==> config.mk <==
export PLATFORM = sky130hd
export DESIGN_NAME = frame_deframer_with_liveness_top
export DESIGN_NICKNAME = d
export VERILOG_FILES = /design/src/hdl/fdl_pkg.sv /design/src/hdl/frame_deframer_with_liveness_top.sv
export VERILOG_INCLUDE_DIRS = /design/src /design/src/hdl
export SDC_FILE = /design/constraint.sdc
export NUM_CORES = 1
export LEC_CHECK = 0
export CORE_UTILIZATION = 40
export CTS_BUF_LIST = sky130_fd_sc_hd__clkbuf_2
export CTS_CLUSTER_SIZE = 8
export DETAILED_ROUTE_END_ITERATION = 10
export DONT_BUFFER_PORTS = 1
export PLACE_DENSITY = 0.64
export RECOVER_POWER = 25
export SLEW_MARGIN = 10
export SYNTH_ARGS = -nofsm -noshare
export SYNTH_HDL_FRONTEND = slang
export SYNTH_SLANG_ARGS = --single-unit
export TNS_END_PERCENT = 10
==> constraint.sdc <==
create_clock -name clk -period 19.3 [get_ports clk]
set_clock_uncertainty 0.2 [all_clocks]
set_input_delay 1.93 -clock clk [delete_from_list [all_inputs] [get_ports clk]]
set_output_delay 1.93 -clock clk [all_outputs]
set_load 0.1 [all_outputs]
==> src/hdl/frame_deframer_with_liveness_top_macros.svh <==
// Assertion macros for the frame deframer with link liveness checks.
`ifndef FRAME_DEFRAMER_WITH_LIVENESS_TOP_MACROS_SVH
`define FRAME_DEFRAMER_WITH_LIVENESS_TOP_MACROS_SVH

`ifndef SYNTH

// Consequent must hold in the same cycle as the antecedent.
`define FDL_ASSERT_SAME(label, ante, cons) \
  label: assert property (@(posedge clk) disable iff (rst) (ante) |-> (cons)) \
    else $error("deframer assertion failed");

// Consequent must hold in the cycle after the antecedent.
`define FDL_ASSERT_NEXT(label, ante, cons) \
  label: assert property (@(posedge clk) disable iff (rst) (ante) |=> (cons)) \
    else $error("deframer assertion failed");

`else

`define FDL_ASSERT_SAME(label, ante, cons)
`define FDL_ASSERT_NEXT(label, ante, cons)

`endif

`endif

==> src/hdl/fdl_pkg.sv <==
// Types and constants shared by the frame deframer with link liveness checks.
package fdl_pkg;

  // Header layout.
  localparam int HEADER_BYTES = 12;
  localparam int HDR_COUNT_W  = 4;

  // Request codes.
  localparam logic [1:0] REQ_RX   = 2'd0;
  localparam logic [1:0] REQ_TICK = 2'd1;
  localparam logic [1:0] REQ_TX   = 2'd2;
  localparam logic [1:0] REQ_NONE = 2'd3;

  // Link status codes.
  localparam logic [1:0] STATUS_OK       = 2'd0;
  localparam logic [1:0] STATUS_PROTOCOL = 2'd1;
  localparam logic [1:0] STATUS_IDLE     = 2'd2;
  localparam logic [1:0] STATUS_STALL    = 2'd3;

  // Frame kinds.
  localparam logic [15:0] KIND_APP  = 16'd0;
  localparam logic [15:0] KIND_PING = 16'd1;
  localparam logic [15:0] KIND_PONG = 16'd2;

  // Configuration register map.
  localparam int ADDR_W = 5;
  localparam logic [2:0] REG_IDENTIFIER = 3'd0;
  localparam logic [2:0] REG_VERSION    = 3'd1;
  localparam logic [2:0] REG_MAX_PAYLOAD = 3'd2;
  localparam logic [2:0] REG_IDLE       = 3'd3;
  localparam logic [2:0] REG_LIVENESS   = 3'd4;
  localparam logic [2:0] REG_PROGRESS   = 3'd5;

  // Reset values of the registers.
  localparam logic [31:0] RST_IDENTIFIER  = 32'd0;
  localparam logic [15:0] RST_VERSION     = 16'd0;
  localparam logic [31:0] RST_MAX_PAYLOAD = 32'd65536;
  localparam logic [15:0] RST_IDLE        = 16'd300;
  localparam logic [15:0] RST_LIVENESS    = 16'd100;
  localparam logic [15:0] RST_PROGRESS    = 16'd50;

  // One input item.
  typedef struct packed {
    logic [1:0] req_type;
    logic [7:0] rx_byte;
  } in_item_t;

  // One result item.
  typedef struct packed {
    logic       payload_valid;
    logic [7:0] payload_byte;
    logic       frame_end;
    logic       send_pong;
    logic       send_ping;
    logic [1:0] link_status;
  } out_item_t;

endpackage

==> src/hdl/frame_deframer_with_liveness_top.sv <==
// Receive-side frame deframer with idle, stall and liveness supervision.
`include "frame_deframer_with_liveness_top_macros.svh"

// The block takes one item per clock cycle, unless a waiting result holds it,
// and gives one result item for each. An accepted item is held in an input
// register; once the result register is free, the whole header, payload and
// tick update for it is done combinationally on its way into the result
// register, which raises result_valid. That state update (byte count, payload
// count, tick counters and fault code) sets the rate. While a result waits,
// one more item can still be taken into the input register; after that, a new
// item is taken only in a cycle in which the waiting result is taken.
// Configuration registers are written over the APB-style port at byte address
// 4*i and must only change while the block holds no item. A fault is sticky
// until reset; after it every item returns only the fault code.
module frame_deframer_with_liveness_top #(
  parameter int TICK_COUNTER_BITS = 16
) (
  input  logic                    clk,
  input  logic                    rst,
  // Input items
  input  logic                    item_valid,
  output logic                    item_ready,
  input  fdl_pkg::in_item_t       item,
  // Result items
  output logic                    result_valid,
  input  logic                    result_ready,
  output fdl_pkg::out_item_t      result,
  // Configuration port
  input  logic                    psel,
  input  logic                    penable,
  input  logic                    pwrite,
  input  logic [fdl_pkg::ADDR_W-1:0] paddr,
  input  logic [31:0]             pwdata,
  output logic [31:0]             prdata,
  output logic                    pready
);
  import fdl_pkg::*;

  // Comparison width covering both the tick counters and the 16-bit limits.
  localparam int CW = (TICK_COUNTER_BITS > 16) ? TICK_COUNTER_BITS : 16;
  localparam int TW = TICK_COUNTER_BITS;

  // Configuration registers.
  logic [31:0] frame_identifier;
  logic [15:0] frame_version;
  logic [31:0] max_payload;
  logic [15:0] idle_limit;
  logic [15:0] liveness_limit;
  logic [15:0] progress_limit;

  logic [2:0] reg_index;
  logic       cfg_write;

  // Input and result registers.
  logic      in_valid;
  in_item_t  in_q;
  out_item_t res_next;
  logic      fire;

  // Deframer state.
  logic [HDR_COUNT_W-1:0] header_count, header_count_next;
  logic [8*(HEADER_BYTES-1)-1:0] header_shift, header_shift_next;
  logic [31:0]  payload_left, payload_left_next;
  logic [31:0]  frame_len, frame_len_next;
  logic         in_payload, in_payload_next;
  logic [TW-1:0] rx_quiet_ticks, rx_quiet_ticks_next;
  logic [TW-1:0] tx_quiet_ticks, tx_quiet_ticks_next;
  logic [TW-1:0] stall_ticks, stall_ticks_next;
  logic [1:0]   fault_code, fault_code_next;

  // Header fields as seen on the byte that completes it.
  logic [8*HEADER_BYTES-1:0] header_full;
  logic [31:0] hdr_identifier;
  logic [15:0] hdr_version;
  logic [15:0] hdr_kind;
  logic [31:0] hdr_len;
  logic        hdr_bad;

  // Saturated tick counts for a tick item.
  logic [TW-1:0] rx_up, tx_up, stall_up;
  logic          partial;

  // APB register access.
  assign pready    = 1'b1;
  assign reg_index = paddr[ADDR_W-1:2];
  assign cfg_write = psel && penable && pwrite && pready;

  always_ff @(posedge clk) begin
    if (rst) begin
      frame_identifier <= RST_IDENTIFIER;
      frame_version    <= RST_VERSION;
      max_payload      <= RST_MAX_PAYLOAD;
      idle_limit       <= RST_IDLE;
      liveness_limit   <= RST_LIVENESS;
      progress_limit   <= RST_PROGRESS;
    end else if (cfg_write) begin
      unique case (reg_index)
        REG_IDENTIFIER:  frame_identifier <= pwdata;
        REG_VERSION:     frame_version    <= pwdata[15:0];
        REG_MAX_PAYLOAD: max_payload      <= pwdata;
        REG_IDLE:        idle_limit       <= pwdata[15:0];
        REG_LIVENESS:    liveness_limit   <= pwdata[15:0];
        REG_PROGRESS:    progress_limit   <= pwdata[15:0];
        default: ;
      endcase
    end
  end

  always_comb begin
    unique case (reg_index)
      REG_IDENTIFIER:  prdata = frame_identifier;
      REG_VERSION:     prdata = {16'd0, frame_version};
      REG_MAX_PAYLOAD: prdata = max_payload;
      REG_IDLE:        prdata = {16'd0, idle_limit};
      REG_LIVENESS:    prdata = {16'd0, liveness_limit};
      REG_PROGRESS:    prdata = {16'd0, progress_limit};
      default:         prdata = 32'd0;
    endcase
  end

  // Handshake: the held item moves on whenever the result register is free or being emptied.
  assign fire       = in_valid && (!result_valid || result_ready);
  assign item_ready = !in_valid || fire;

  always_ff @(posedge clk) begin
    if (rst) begin
      in_valid <= 1'b0;
    end else if (item_ready) begin
      in_valid <= item_valid;
    end
  end

  always_ff @(posedge clk) begin
    if (item_ready && item_valid) begin
      in_q <= item;
    end
  end

  // Header decode: eleven stored bytes and the byte now arriving.
  assign header_full    = {header_shift, in_q.rx_byte};
  assign hdr_identifier = header_full[95:64];
  assign hdr_version    = header_full[63:48];
  assign hdr_kind       = header_full[47:32];
  assign hdr_len        = header_full[31:0];
  assign hdr_bad = (hdr_identifier != frame_identifier) || (hdr_version != frame_version)
                   || (hdr_kind > KIND_PONG) || (hdr_len > max_payload)
                   || ((hdr_kind != KIND_APP) && (hdr_len != 32'd0));

  // Saturating tick counters.
  assign rx_up    = (&rx_quiet_ticks) ? rx_quiet_ticks : rx_quiet_ticks + 1'b1;
  assign tx_up    = (&tx_quiet_ticks) ? tx_quiet_ticks : tx_quiet_ticks + 1'b1;
  assign stall_up = (&stall_ticks)    ? stall_ticks    : stall_ticks + 1'b1;
  assign partial  = in_payload ? (payload_left != frame_len) : (header_count != '0);

  // Next state and result for the held item.
  always_comb begin
    header_count_next   = header_count;
    header_shift_next   = header_shift;
    payload_left_next   = payload_left;
    frame_len_next      = frame_len;
    in_payload_next     = in_payload;
    rx_quiet_ticks_next = rx_quiet_ticks;
    tx_quiet_ticks_next = tx_quiet_ticks;
    stall_ticks_next    = stall_ticks;
    fault_code_next     = fault_code;
    res_next            = '0;

    if (fault_code == STATUS_OK) begin
      unique case (in_q.req_type)
        REQ_RX: begin
          rx_quiet_ticks_next = '0;
          stall_ticks_next    = '0;
          if (in_payload) begin
            // Payload byte is passed through.
            res_next.payload_valid = 1'b1;
            res_next.payload_byte  = in_q.rx_byte;
            payload_left_next      = payload_left - 32'd1;
            if (payload_left == 32'd1) begin
              res_next.frame_end = 1'b1;
              in_payload_next    = 1'b0;
              header_count_next  = '0;
            end
          end else begin
            // Header byte is gathered; the twelfth one is checked.
            header_shift_next = header_full[8*(HEADER_BYTES-1)-1:0];
            if (header_count == HDR_COUNT_W'(HEADER_BYTES - 1)) begin
              header_count_next = '0;
              if (hdr_bad) begin
                fault_code_next = STATUS_PROTOCOL;
              end else if (hdr_kind == KIND_APP) begin
                if (hdr_len == 32'd0) begin
                  res_next.frame_end = 1'b1;
                end else begin
                  in_payload_next   = 1'b1;
                  payload_left_next = hdr_len;
                  frame_len_next    = hdr_len;
                end
              end else if (hdr_kind == KIND_PING) begin
                res_next.send_pong = 1'b1;
              end
            end else begin
              header_count_next = header_count + 1'b1;
            end
          end
        end
        REQ_TICK: begin
          rx_quiet_ticks_next = rx_up;
          tx_quiet_ticks_next = tx_up;
          stall_ticks_next    = stall_up;
          if (CW'(rx_up) >= CW'(idle_limit)) begin
            fault_code_next = STATUS_IDLE;
          end else if (partial && (CW'(stall_up) >= CW'(progress_limit))) begin
            // A stall withdraws the ping of the same tick.
            fault_code_next = STATUS_STALL;
          end else begin
            res_next.send_ping = (CW'(rx_up) >= CW'(liveness_limit))
                                 && (CW'(tx_up) >= CW'(liveness_limit));
          end
        end
        REQ_TX: begin
          tx_quiet_ticks_next = '0;
        end
        REQ_NONE: ;
        default: ;
      endcase
    end
    res_next.link_status = fault_code_next;
  end

  // State registers.
  always_ff @(posedge clk) begin
    if (rst) begin
      header_count   <= '0;
      payload_left   <= '0;
      in_payload     <= 1'b0;
      rx_quiet_ticks <= '0;
      tx_quiet_ticks <= '0;
      stall_ticks    <= '0;
      fault_code     <= STATUS_OK;
    end else if (fire) begin
      header_count   <= header_count_next;
      payload_left   <= payload_left_next;
      in_payload     <= in_payload_next;
      rx_quiet_ticks <= rx_quiet_ticks_next;
      tx_quiet_ticks <= tx_quiet_ticks_next;
      stall_ticks    <= stall_ticks_next;
      fault_code     <= fault_code_next;
    end
  end

  // Header bytes and frame length need no reset.
  always_ff @(posedge clk) begin
    if (fire) begin
      header_shift <= header_shift_next;
      frame_len    <= frame_len_next;
    end
  end

  // Result register.
  always_ff @(posedge clk) begin
    if (rst) begin
      result_valid <= 1'b0;
    end else if (fire) begin
      result_valid <= 1'b1;
    end else if (result_ready) begin
      result_valid <= 1'b0;
    end
  end

  always_ff @(posedge clk) begin
    if (fire) begin
      result <= res_next;
    end
  end

  // Checks on the deframer state.
  `FDL_ASSERT_NEXT(a_fault_sticky, fault_code != STATUS_OK, $stable(fault_code))
  `FDL_ASSERT_SAME(a_count_range, 1'b1, header_count < HDR_COUNT_W'(HEADER_BYTES))
  `FDL_ASSERT_SAME(a_payload_left, in_payload, payload_left != 32'd0)
  `FDL_ASSERT_SAME(a_payload_no_header, in_payload, header_count == '0)
  `FDL_ASSERT_SAME(a_payload_ok, result_valid && result.payload_valid,
                   result.link_status == STATUS_OK)

endmodule

==> flow_summary.json, run 1 <==
{
  "period_share": 0.351,
  "synthTopCellsByCount": "nand2_1 (348), dfxtp_1 (217), a21oi_1 (201), edfxtp_1 (144), ha_1 (106)",
  "slew_viol_final": 68,
  "num-nets-final": 2168,
  "p_leak_nw": 7.33,
  "muxShareOfSynthArea": 0.0135,
  "grt_pass1_vias": 14400,
  "hpwl_um": 38100,
  "peakVddDrop_mv": 0.0336,
  "clk_pin_slew_ns": 0.11,
  "fin_crit_ns": 6.77,
  "hold_path_end": "header_shift[47]$_DFFE_PP_",
  "cp_max_fo": 34,
  "ys_seq_elements": 361,
  "p_total_w": 0.00147,
  "yosysMostFrequentCell": "nand2_1",
  "cts_buffers": 98,
  "cts_buffer_depth": 3,
  "yosys_warnings": 0,
  "drtPass1Iterations": 6,
  "worst_pin_slew_ns": 1.87,
  "post_cts.repair.setup_buffers": 0,
  "start_util": 0.404,
  "maxCapViolCount": 2,
  "max_slew_margin": -0.244,
  "fin_cells": 2689,
  "synth_top_family_by_area": "simple AND/OR/NAND/NOR gates",
  "synth_area_per_cell_um2": 9.17,
  "arrival_ns": 4.64,
  "min_path_cells": 0,
  "portBuffers": 0,
  "cts-htree-levels": 3,
  "cts_hold_buf": 0,
  "cts_root_buffer": "clkbuf_2",
  "cts_tree": "yes",
  "yosysTopAreaCell": "dfxtp_1",
  "synth_compound_area_frac": 0.154,
  "cts_resized": 0,
  "io_pins": 103,
  "rrSetupSlack_ns": 14.46,
  "core_area_um2": 45300,
  "setup_tns_ns": 0,
  "fill_cells": 4453,
  "layout-drive-gt1-share": 0.0996,
  "post-place-cells": 2508,
  "async_reset_ff_frac": 0,
  "wire_per_inst_um": 19.9,
  "antenna_found_initial": 1,
  "violations": "capacitance limit, slew limit",
  "overflow": 0,
  "via_per_inst": 5.64,
  "hold_path.class": "flip-flop to flip-flop",
  "drcViolationCount": 0,
  "first_iter_violations": 1295,
  "hold_start": "header_shift[39]$_DFFE_PP_",
  "ys_types": 73,
  "rsz0062_at_grt": "false",
  "synth_cells": 1997,
  "grt_max_degree": 184,
  "syn_to_final_growth_pct": 7.88,
  "grtUsageTotal": 0.227,
  "max_freq_mhz": 148,
  "yosys.area_share.xor_xnor": 0.0560,
  "worstSetupStartpointType": "primary input",
  "place.gp.congestion": 0.931,
  "whs_ns": 0.241,
  "rows": 78,
  "reg2reg_from": "in_payload$_SDFFE_PP0P_",
  "cp-end-kind": "output pin",
  "drt_wl_total_um": 53400,
  "synth_enable_flop_cells": 144,
  "chipWidth_um": 216,
  "clk_latency_ns": 1.09,
  "required_ns": 17.17,
  "synth_top_area_frac": 0.237,
  "yosys.area_share.simple": 0.189,
  "power.density_nw_per_um2": 74.4,
  "setup_violations": 0,
  "synth.area.top_cells": "dfxtp_1 (24%), edfxtp_1 (24%), ha_1 (7.2%)",
  "r2r_cells": 5,
  "synth_flop_cell": "dfxtp_1",
  "r2r-end": "result[4]$_SDFFCE_PN0P_",
  "grt_pass1_wl_um": 82300,
  "cts_num_sinks": 361,
  "dp_slack_ns": 13.32,
  "fin_ws_ns": 12.53,
  "synth.cell_area_um2": 18300,
  "die_h_um": 216,
  "crit_type": "primary input to output pin",
  "dieArea_um2": 46600,
  "hold_viol": 0,
  "status": "complete, but fails checks",
  "vias": 15200,
  "postRouteAntennaNets": 0,
  "yosys.area_share.adder": 0.0724,
  "ys_seq_area_frac": 0.473,
  "syn-num-nets": 2157
}
how the worst max path moves through the flow:
stage | from | to
after floorplan | result_ready | payload_left[13]$_SDFFE_PP0P_
after global placement | paddr[2] | prdata[15]
after detailed placement | paddr[2] | prdata[0]
after CTS | paddr[2] | prdata[0]
after global routing | paddr[2] | prdata[14]
final | paddr[2] | prdata[14]
per-layer routing:
metal,routed length [µm],track usage
met1,22400,0.290
met2,24800,0.362
met3,4000,0.0458
met4,2250,0.117
met5,0,0
layout make-up:
type / instances / area [µm²] / share of cell area
repair buffers: 13 / 90.1 / 0.00456
clock inverters: 27 / 205 / 0.0104
diodes: 1 / 2.50 / 0.000127
flip-flops and latches: 361 / 8670 / 0.439
inverters: 95 / 357 / 0.0180
well taps: 600 / 751 / 0.0380
multi-input cells: 1439 / 8920 / 0.451
clock buffers: 153 / 766 / 0.0388
metrics by stage:
stage	utilization	instance area [µm²]
floorplan	-	18300
global route	0.436	19800
CTS	0.436	19800
global placement	0.415	18800
detailed placement	0.415	18800
finish	0.436	19800
cells in the final DEF, fill, tap and decap left out, types with 4 or more instances in the layout:
cell and instances:
clkinv_2 4, o2bb2ai_1 4, a31oi_1 21, a211oi_1 6, nor2_1 98, nor2b_1 11
a22oi_1 76, o211ai_1 13, o31ai_1 5, inv_1 95, nor4_1 40, buf_4 11
and4_1 9, nand3_1 69, a21oi_1 201, mux2i_1 9, nand2_1 348, edfxtp_1 144
nor3_1 33, or4_1 6, clkbuf_2 153, and2_1 16, mux2_2 14, dfxtp_1 217
o21a_1 4, and3_1 11, xor2_1 71, clkinv_1 16, or3_1 18, o21ai_0 66
a22o_1 20, nand4_1 33, nand2b_1 8, ha_1 106, a21o_1 16, xnor2_1 46
flip-flops by register name, indices dropped and copies added (netlist names):
register	count
header_count	4
frame_version	16
result_valid	1
in_valid	1
frame_len	32
result	14
header_shift	88
progress_limit	16
in_payload	1
tx_quiet_ticks	16
stall_ticks	16
idle_limit	16
liveness_limit	16
in_q	2
payload_left	32
fault_code	2
rx_quiet_ticks	16
frame_identifier	32
max_payload	32
hdr_len	8
worst max-delay path: stages:
cell      delay, ns
nor3_2         0.14
clkbuf_1       1.33
a22oi_1        0.36
nand3_1        0.87
power by group:
part	leakage, nW	internal [W]	total, W	switching (W)
clock network	0.736	0.000253	0.000591	0.000338
logic	3.53	0.0000171	0.0000596	0.0000425
registers	3.06	0.000798	0.000820	0.0000213
total	7.33	0.00107	0.00147	0.000402
cell families (layout without fill, tap and decap cells):
group | after synthesis | after routing
muxes | 23 | 23
adders and majority gates | 106 | 106
buffers and inverters | 197 | 288
DFF | 361 | 361
AOI/OAI and AO/OA | 459 | 459
xor gates and xnor gates | 117 | 117
other | 1 | 2
and+or+nand+nor | 733 | 733
(Power assumes the default switching activity.)
==> run 2: changes to the inputs <==
- PLACE_DENSITY: 0.64 -> 0.66
- clock period: 19.3 -> 5.6 ns (I/O delays scaled with it)
==> run 2 against run 1 <==
Effect of this change:
- final cell count rose by 4.1%
- sequential share of layout area fell by 2.1 points
- clock power grew to 3.2 times the previous value
- flip-flop and latch count unchanged
- die area unchanged
- global-route usage increased by 1.1 points
- total power grew to 3.4 times the previous value
- combinational power grew to 5.1 times the previous value
- the flow still finishes with violations (capacitance limit, slew limit)
- largest power group unchanged
==> flow_summary.json, run 2 (synthesis gave the netlist of run 1 again) <==
{
  "peakVddDrop_mv": 0.159,
  "wire_per_inst_um": 19.9,
  "cts_resized": 0,
  "setup_violations": 0,
  "cts_buffers": 97,
  "grt_pass1_vias": 15100,
  "grt_max_degree": 184,
  "core_area_um2": 45300,
  "io_pins": 103,
  "antenna_found_initial": 2,
  "cp_max_fo": 10,
  "final_common_cell": "nand2_1",
  "drcViolationCount": 0,
  "rows": 78,
  "slew_viol_final": 33,
  "cp_common_cell": "a211oi_1",
  "fin_area_um2": 20800,
  "cts_buffer_depth": 3,
  "fin_cells": 2798,
  "cts_tree": "yes",
  "max_freq_mhz": 223,
  "num-nets-final": 2271,
  "fin_crit_ns": 4.49,
  "max_stage_delay_ns": 0.72,
  "first_iter_violations": 1524,
  "grtUsageTotal": 0.237,
  "hold_path.class": "primary input to flip-flop",
  "arrival_ns": 5.08,
  "cts_root_buffer": "clkbuf_2",
  "path_cells": "and4_1 -> nand4_1 -> or4_1 -> nor2b_1 -> and3_1 -> xor2_1 -> ha_1 -> a21oi_1 -> nor2_1 -> a211oi_1 -> o21ai_0 -> a211oi_1 -> nor4_1 -> or3_1",
  "cts-htree-levels": 3,
  "postRouteAntennaNets": 0,
  "place.gp.congestion": 0.924,
  "cts_num_sinks": 361,
  "drt_wl_total_um": 55800,
  "place_area_um2": 18800,
  "clk_latency_ns": 1.14,
  "power.density_nw_per_um2": 242,
  "status": "complete, but fails checks",
  "chipWidth_um": 216,
  "setup_tns_ns": 0,
  "hpwl_um": 37900,
  "required_ns": 6.19,
  "period_share": 0.802,
  "syn_to_final_growth_pct": 13.3,
  "cp-end-kind": "flip-flop",
  "die_h_um": 216,
  "overflow": 0,
  "multiInputGateArea_um2": 8920,
  "vias": 15900,
  "rsz0062_at_grt": "false",
  "grt_pass1_wl_um": 85900,
  "start_util": 0.404,
  "worstSetupStartpointType": "flip-flop",
  "fill_cells": 4275,
  "final_cell_mix": "nand2_1 (348), dfxtp_1 (217), a21oi_1 (201), edfxtp_1 (144), clkbuf_2 (129)",
  "max_slew_margin": -0.116,
  "dieArea_um2": 46600,
  "via_per_inst": 5.67,
  "drtPass1Iterations": 5,
  "critPathBufInv": 0,
  "worst_pin_slew_ns": 1.67,
  "layout-drive-gt1-share": 0.0862,
  "top_register": "header_shift",
  "seqCellArea_um2": 8670,
  "post-place-cells": 2511,
  "largest_reg_flops": 88,
  "cp_slowest_cell": "or4_1",
  "crit_family": "simple AND/OR/NAND/NOR gates",
  "violations": "capacitance limit, slew limit",
  "portBuffers": 0,
  "fin_util": 0.458,
  "maxCapViolCount": 1,
  "crit_type": "flip-flop to flip-flop",
  "clk_pin_slew_ns": 0.10,
  "hold_viol": 0,
  "p_leak_nw": 7.67
}
[run 2: changes by cell type in the layout (fill, tap and decap cells not counted), sizes merged, moves of 4 or more]
cell and change:
clkinv +26, buf +5, clkbuf -25, dlygate4sd3 +100
diode +4
[run 2: repair_timing]
item | CTS | global route
endpoints found under the hold margin | 250 | 0
hold buffers | 101 | 0
setup buffers | 0 | 0
[run 2: path summary, 6_finish.rpt]
check	to	slack, ns	depth (start not counted)	start
worst max-delay path	result[0]$_DFFE_PP_	1.11	14	stall_ticks[4]$_SDFFE_PP0P_
worst min-delay path	frame_identifier[12]$_SDFFE_PP0P_	0.11	3	pwdata[12]
worst max register to register	result[0]$_DFFE_PP_	1.11	14	stall_ticks[4]$_SDFFE_PP0P_
worst min register to register	header_shift[35]$_DFFE_PP_	0.22	0	header_shift[27]$_DFFE_PP_
[run 2: cell type report]
class                      instances  share of cell area
clock inverter                    52              0.0122
tap                              600              0.0362
inverter                          95              0.0172
antenna                            5            0.000603
multi-input combinational       1439               0.430
sequential                       361               0.418
clock buffer                     129              0.0311
timing repair buffer             117              0.0552
[run 2: layer usage]
layer  vias up  share of wire  GRT usage
met5         -              0          0
met4         0          0.043      0.112
met3       142          0.083     0.0564
met2       744           0.46      0.381
met1      7520           0.41      0.301
li1       7468              -          -
[run 2: where the power goes]
group	total (W)	leakage [nW]	switching [W]	internal [W]
registers	0.00282	3.06	0.0000701	0.00275
clock network	0.00189	0.649	0.00120	0.000699
logic	0.000305	3.96	0.000205	0.0000997
total	0.00502	7.67	0.00147	0.00355
[run 2: tightest hold or removal path: cells and delay by family]
| family | cells | cell delay [ns] |
|---|---|---|
| buffers and inverters | 1 | 0.68 |
| AND/OR/NAND/NOR | 1 | 0.10 |
| AO/OA/AOI/OAI | 1 | 0.06 |
[run 2: per-stage QoR]
stage	total power (W)	setup slack [ns]	hold WS, ns
3_3_place_gp	0.00309	1.21	0.244
6_report	0.00502	1.11	0.111
3_5_place_dp	0.00309	1.19	0.246
5_1_grt	0.00522	0.906	0.0287
4_1_cts	0.00507	1.17	0.0218
2_1_floorplan	0.00305	0.154	0.227
==> run 3: changes to the inputs <==
- PLACE_DENSITY: 0.66 -> 0.64
- clock period: 5.6 -> 4.3 ns (I/O delays scaled with it)
==> run 3 against run 2 <==
Effect of this change:
- the flow still finishes with violations (capacitance limit, slew limit)
- hold slack better by 0.016 ns
- wire length up 2.6%
- core utilization increased by 1.7 points
- sequential share of layout area is 1.5 points lower
- maximum frequency rose by 11%
==> flow_summary.json, run 3 (synthesis gave the netlist of run 1 again) <==
{
  "cts_buffers": 95,
  "overflow": 0,
  "cts-htree-levels": 3,
  "largest_reg_flops": 88,
  "post_cts.repair.setup_buffers": 0,
  "postRouteAntennaNets": 0,
  "max_stage_delay_ns": 0.55,
  "cp_slowest_cell": "or4_1",
  "arrival_ns": 4.57,
  "setup_tns_ns": 0,
  "slew_viol_final": 184,
  "max_freq_mhz": 248,
  "drtPass1Iterations": 5,
  "multiInputGateArea_um2": 8930,
  "wire_per_inst_um": 19.8,
  "grt_pass1_vias": 15900,
  "cp.depth": 14,
  "hold_path.class": "primary input to flip-flop",
  "cts_root_buffer": "clkbuf_2",
  "grtUsageTotal": 0.243,
  "cp_max_fo": 6,
  "power.density_nw_per_um2": 302,
  "cts_buffer_depth": 3,
  "worstSetupStartpointType": "flip-flop",
  "io_pins": 103,
  "fin_util": 0.476,
  "hold_start": "pwdata[4]",
  "period_share": 0.938,
  "fill_cells": 4301,
  "portBuffers": 0,
  "die_h_um": 216,
  "cts_tree": "yes",
  "drt_wl_total_um": 57200,
  "seqCellArea_um2": 8670,
  "cts_num_sinks": 361,
  "r2r_cells": 14,
  "core_area_um2": 45300,
  "min_path_cells": 3,
  "final_common_cell": "nand2_1",
  "layout-drive-gt1-share": 0.106,
  "chipWidth_um": 216,
  "maxCapViolCount": 1,
  "crit_family": "simple AND/OR/NAND/NOR gates",
  "dieArea_um2": 46600,
  "antenna_found_initial": 1,
  "hold_viol": 0,
  "syn_to_final_growth_pct": 17.6,
  "p_leak_nw": 8.09,
  "path_cells": "and4_1 -> nand4_1 -> or4_1 -> nor2b_1 -> and3_1 -> xor2_1 -> ha_1 -> a21oi_1 -> nor2_1 -> a211oi_1 -> o21ai_0 -> a211oi_2 -> nor4_1 -> or3_1",
  "top_register": "header_shift",
  "critPathBufInv": 0,
  "num-nets-final": 2363,
  "reg2reg_from": "stall_ticks[5]$_SDFFE_PP0P_",
  "first_iter_violations": 1596,
  "crit_type": "flip-flop to flip-flop",
  "crit_start": "stall_ticks[5]$_SDFFE_PP0P_",
  "rsz0062_at_grt": "false",
  "grt_pass1_wl_um": 88300,
  "drcViolationCount": 0,
  "peakVddDrop_mv": 0.203,
  "rows": 78,
  "place.gp.congestion": 0.902,
  "clk_latency_ns": 1.07,
  "via_per_inst": 5.62,
  "clk_pin_slew_ns": 0.11,
  "hpwl_um": 39300,
  "status": "complete, but fails checks",
  "worst_pin_slew_ns": 2.31,
  "grt_max_degree": 184,
  "cp-end-kind": "flip-flop",
  "fin_crit_ns": 4.03,
  "vias": 16200,
  "setup_violations": 0,
  "violations": "capacitance limit, slew limit",
  "final_cell_mix": "nand2_1 (348), dfxtp_1 (214), a21oi_1 (201), dlygate4sd3_1 (147), edfxtp_1 (144)",
  "max_slew_margin": -0.538,
  "start_util": 0.404,
  "required_ns": 4.84,
  "whs_ns": 0.128
}
## run 3: stage by stage
stage	setup slack, ns	instances	total power [W]	cell area, µm²
finish	0.268	2885	0.00651	21500
global route	0.0189	2885	0.00680	21500
CTS	0.0351	2883	0.00659	21600
detailed placement	0.144	2558	0.00404	19200
global placement	0.178	2558	0.00403	19200
floorplan	0.134	1997	0.00397	18300
## run 3: area by class of cell
type / count / area share
multi-input combinational: 1439 / 0.414
sequential: 361 / 0.403
timing repair buffer: 211 / 0.0908
tap: 600 / 0.0348
clock buffer: 138 / 0.0321
inverter: 95 / 0.0166
clock inverter: 39 / 0.00860
antenna: 2 / 0.000232
## run 3: what timing repair did
action                                  in CTS  in global routing
resized for setup                            0                  6
hold buffers                               148                  0
hold endpoints to repair                   240                  0
endpoints found under the setup margin       0                  5
## run 3: worst paths after layout
kind                                         end  slack, ns
setup / recovery             result[0]$_DFFE_PP_       0.27
setup reg to reg             result[0]$_DFFE_PP_       0.27
hold / removal    liveness_limit[4]$_SDFFE_PP0P_       0.13
hold reg to reg       header_shift[39]$_DFFE_PP_       0.22
## run 3: metal layers
layer	vias up	routed length (µm)	share of wire	global-route usage
met2	677	27200	0.48	0.400
met5	-	0	0	0
met3	131	4420	0.077	0.0459
li1	7635	-	-	-
met1	7761	23200	0.41	0.305
met4	0	2370	0.041	0.119
## run 3: report_power, final
part           switching [W]  internal [W]  total, W  leakage (nW)
Clock                0.00151      0.000891   0.00240         0.661
Sequential         0.0000881       0.00358   0.00367          3.06
Combinational       0.000282      0.000150  0.000432          4.37
Total                0.00188       0.00462   0.00651          8.09
## run 3: worst min-delay path: stages
cell and delay (ns):
dlygate4sd3_1 0.74, nand2_1 0.13, a21oi_1 0.06
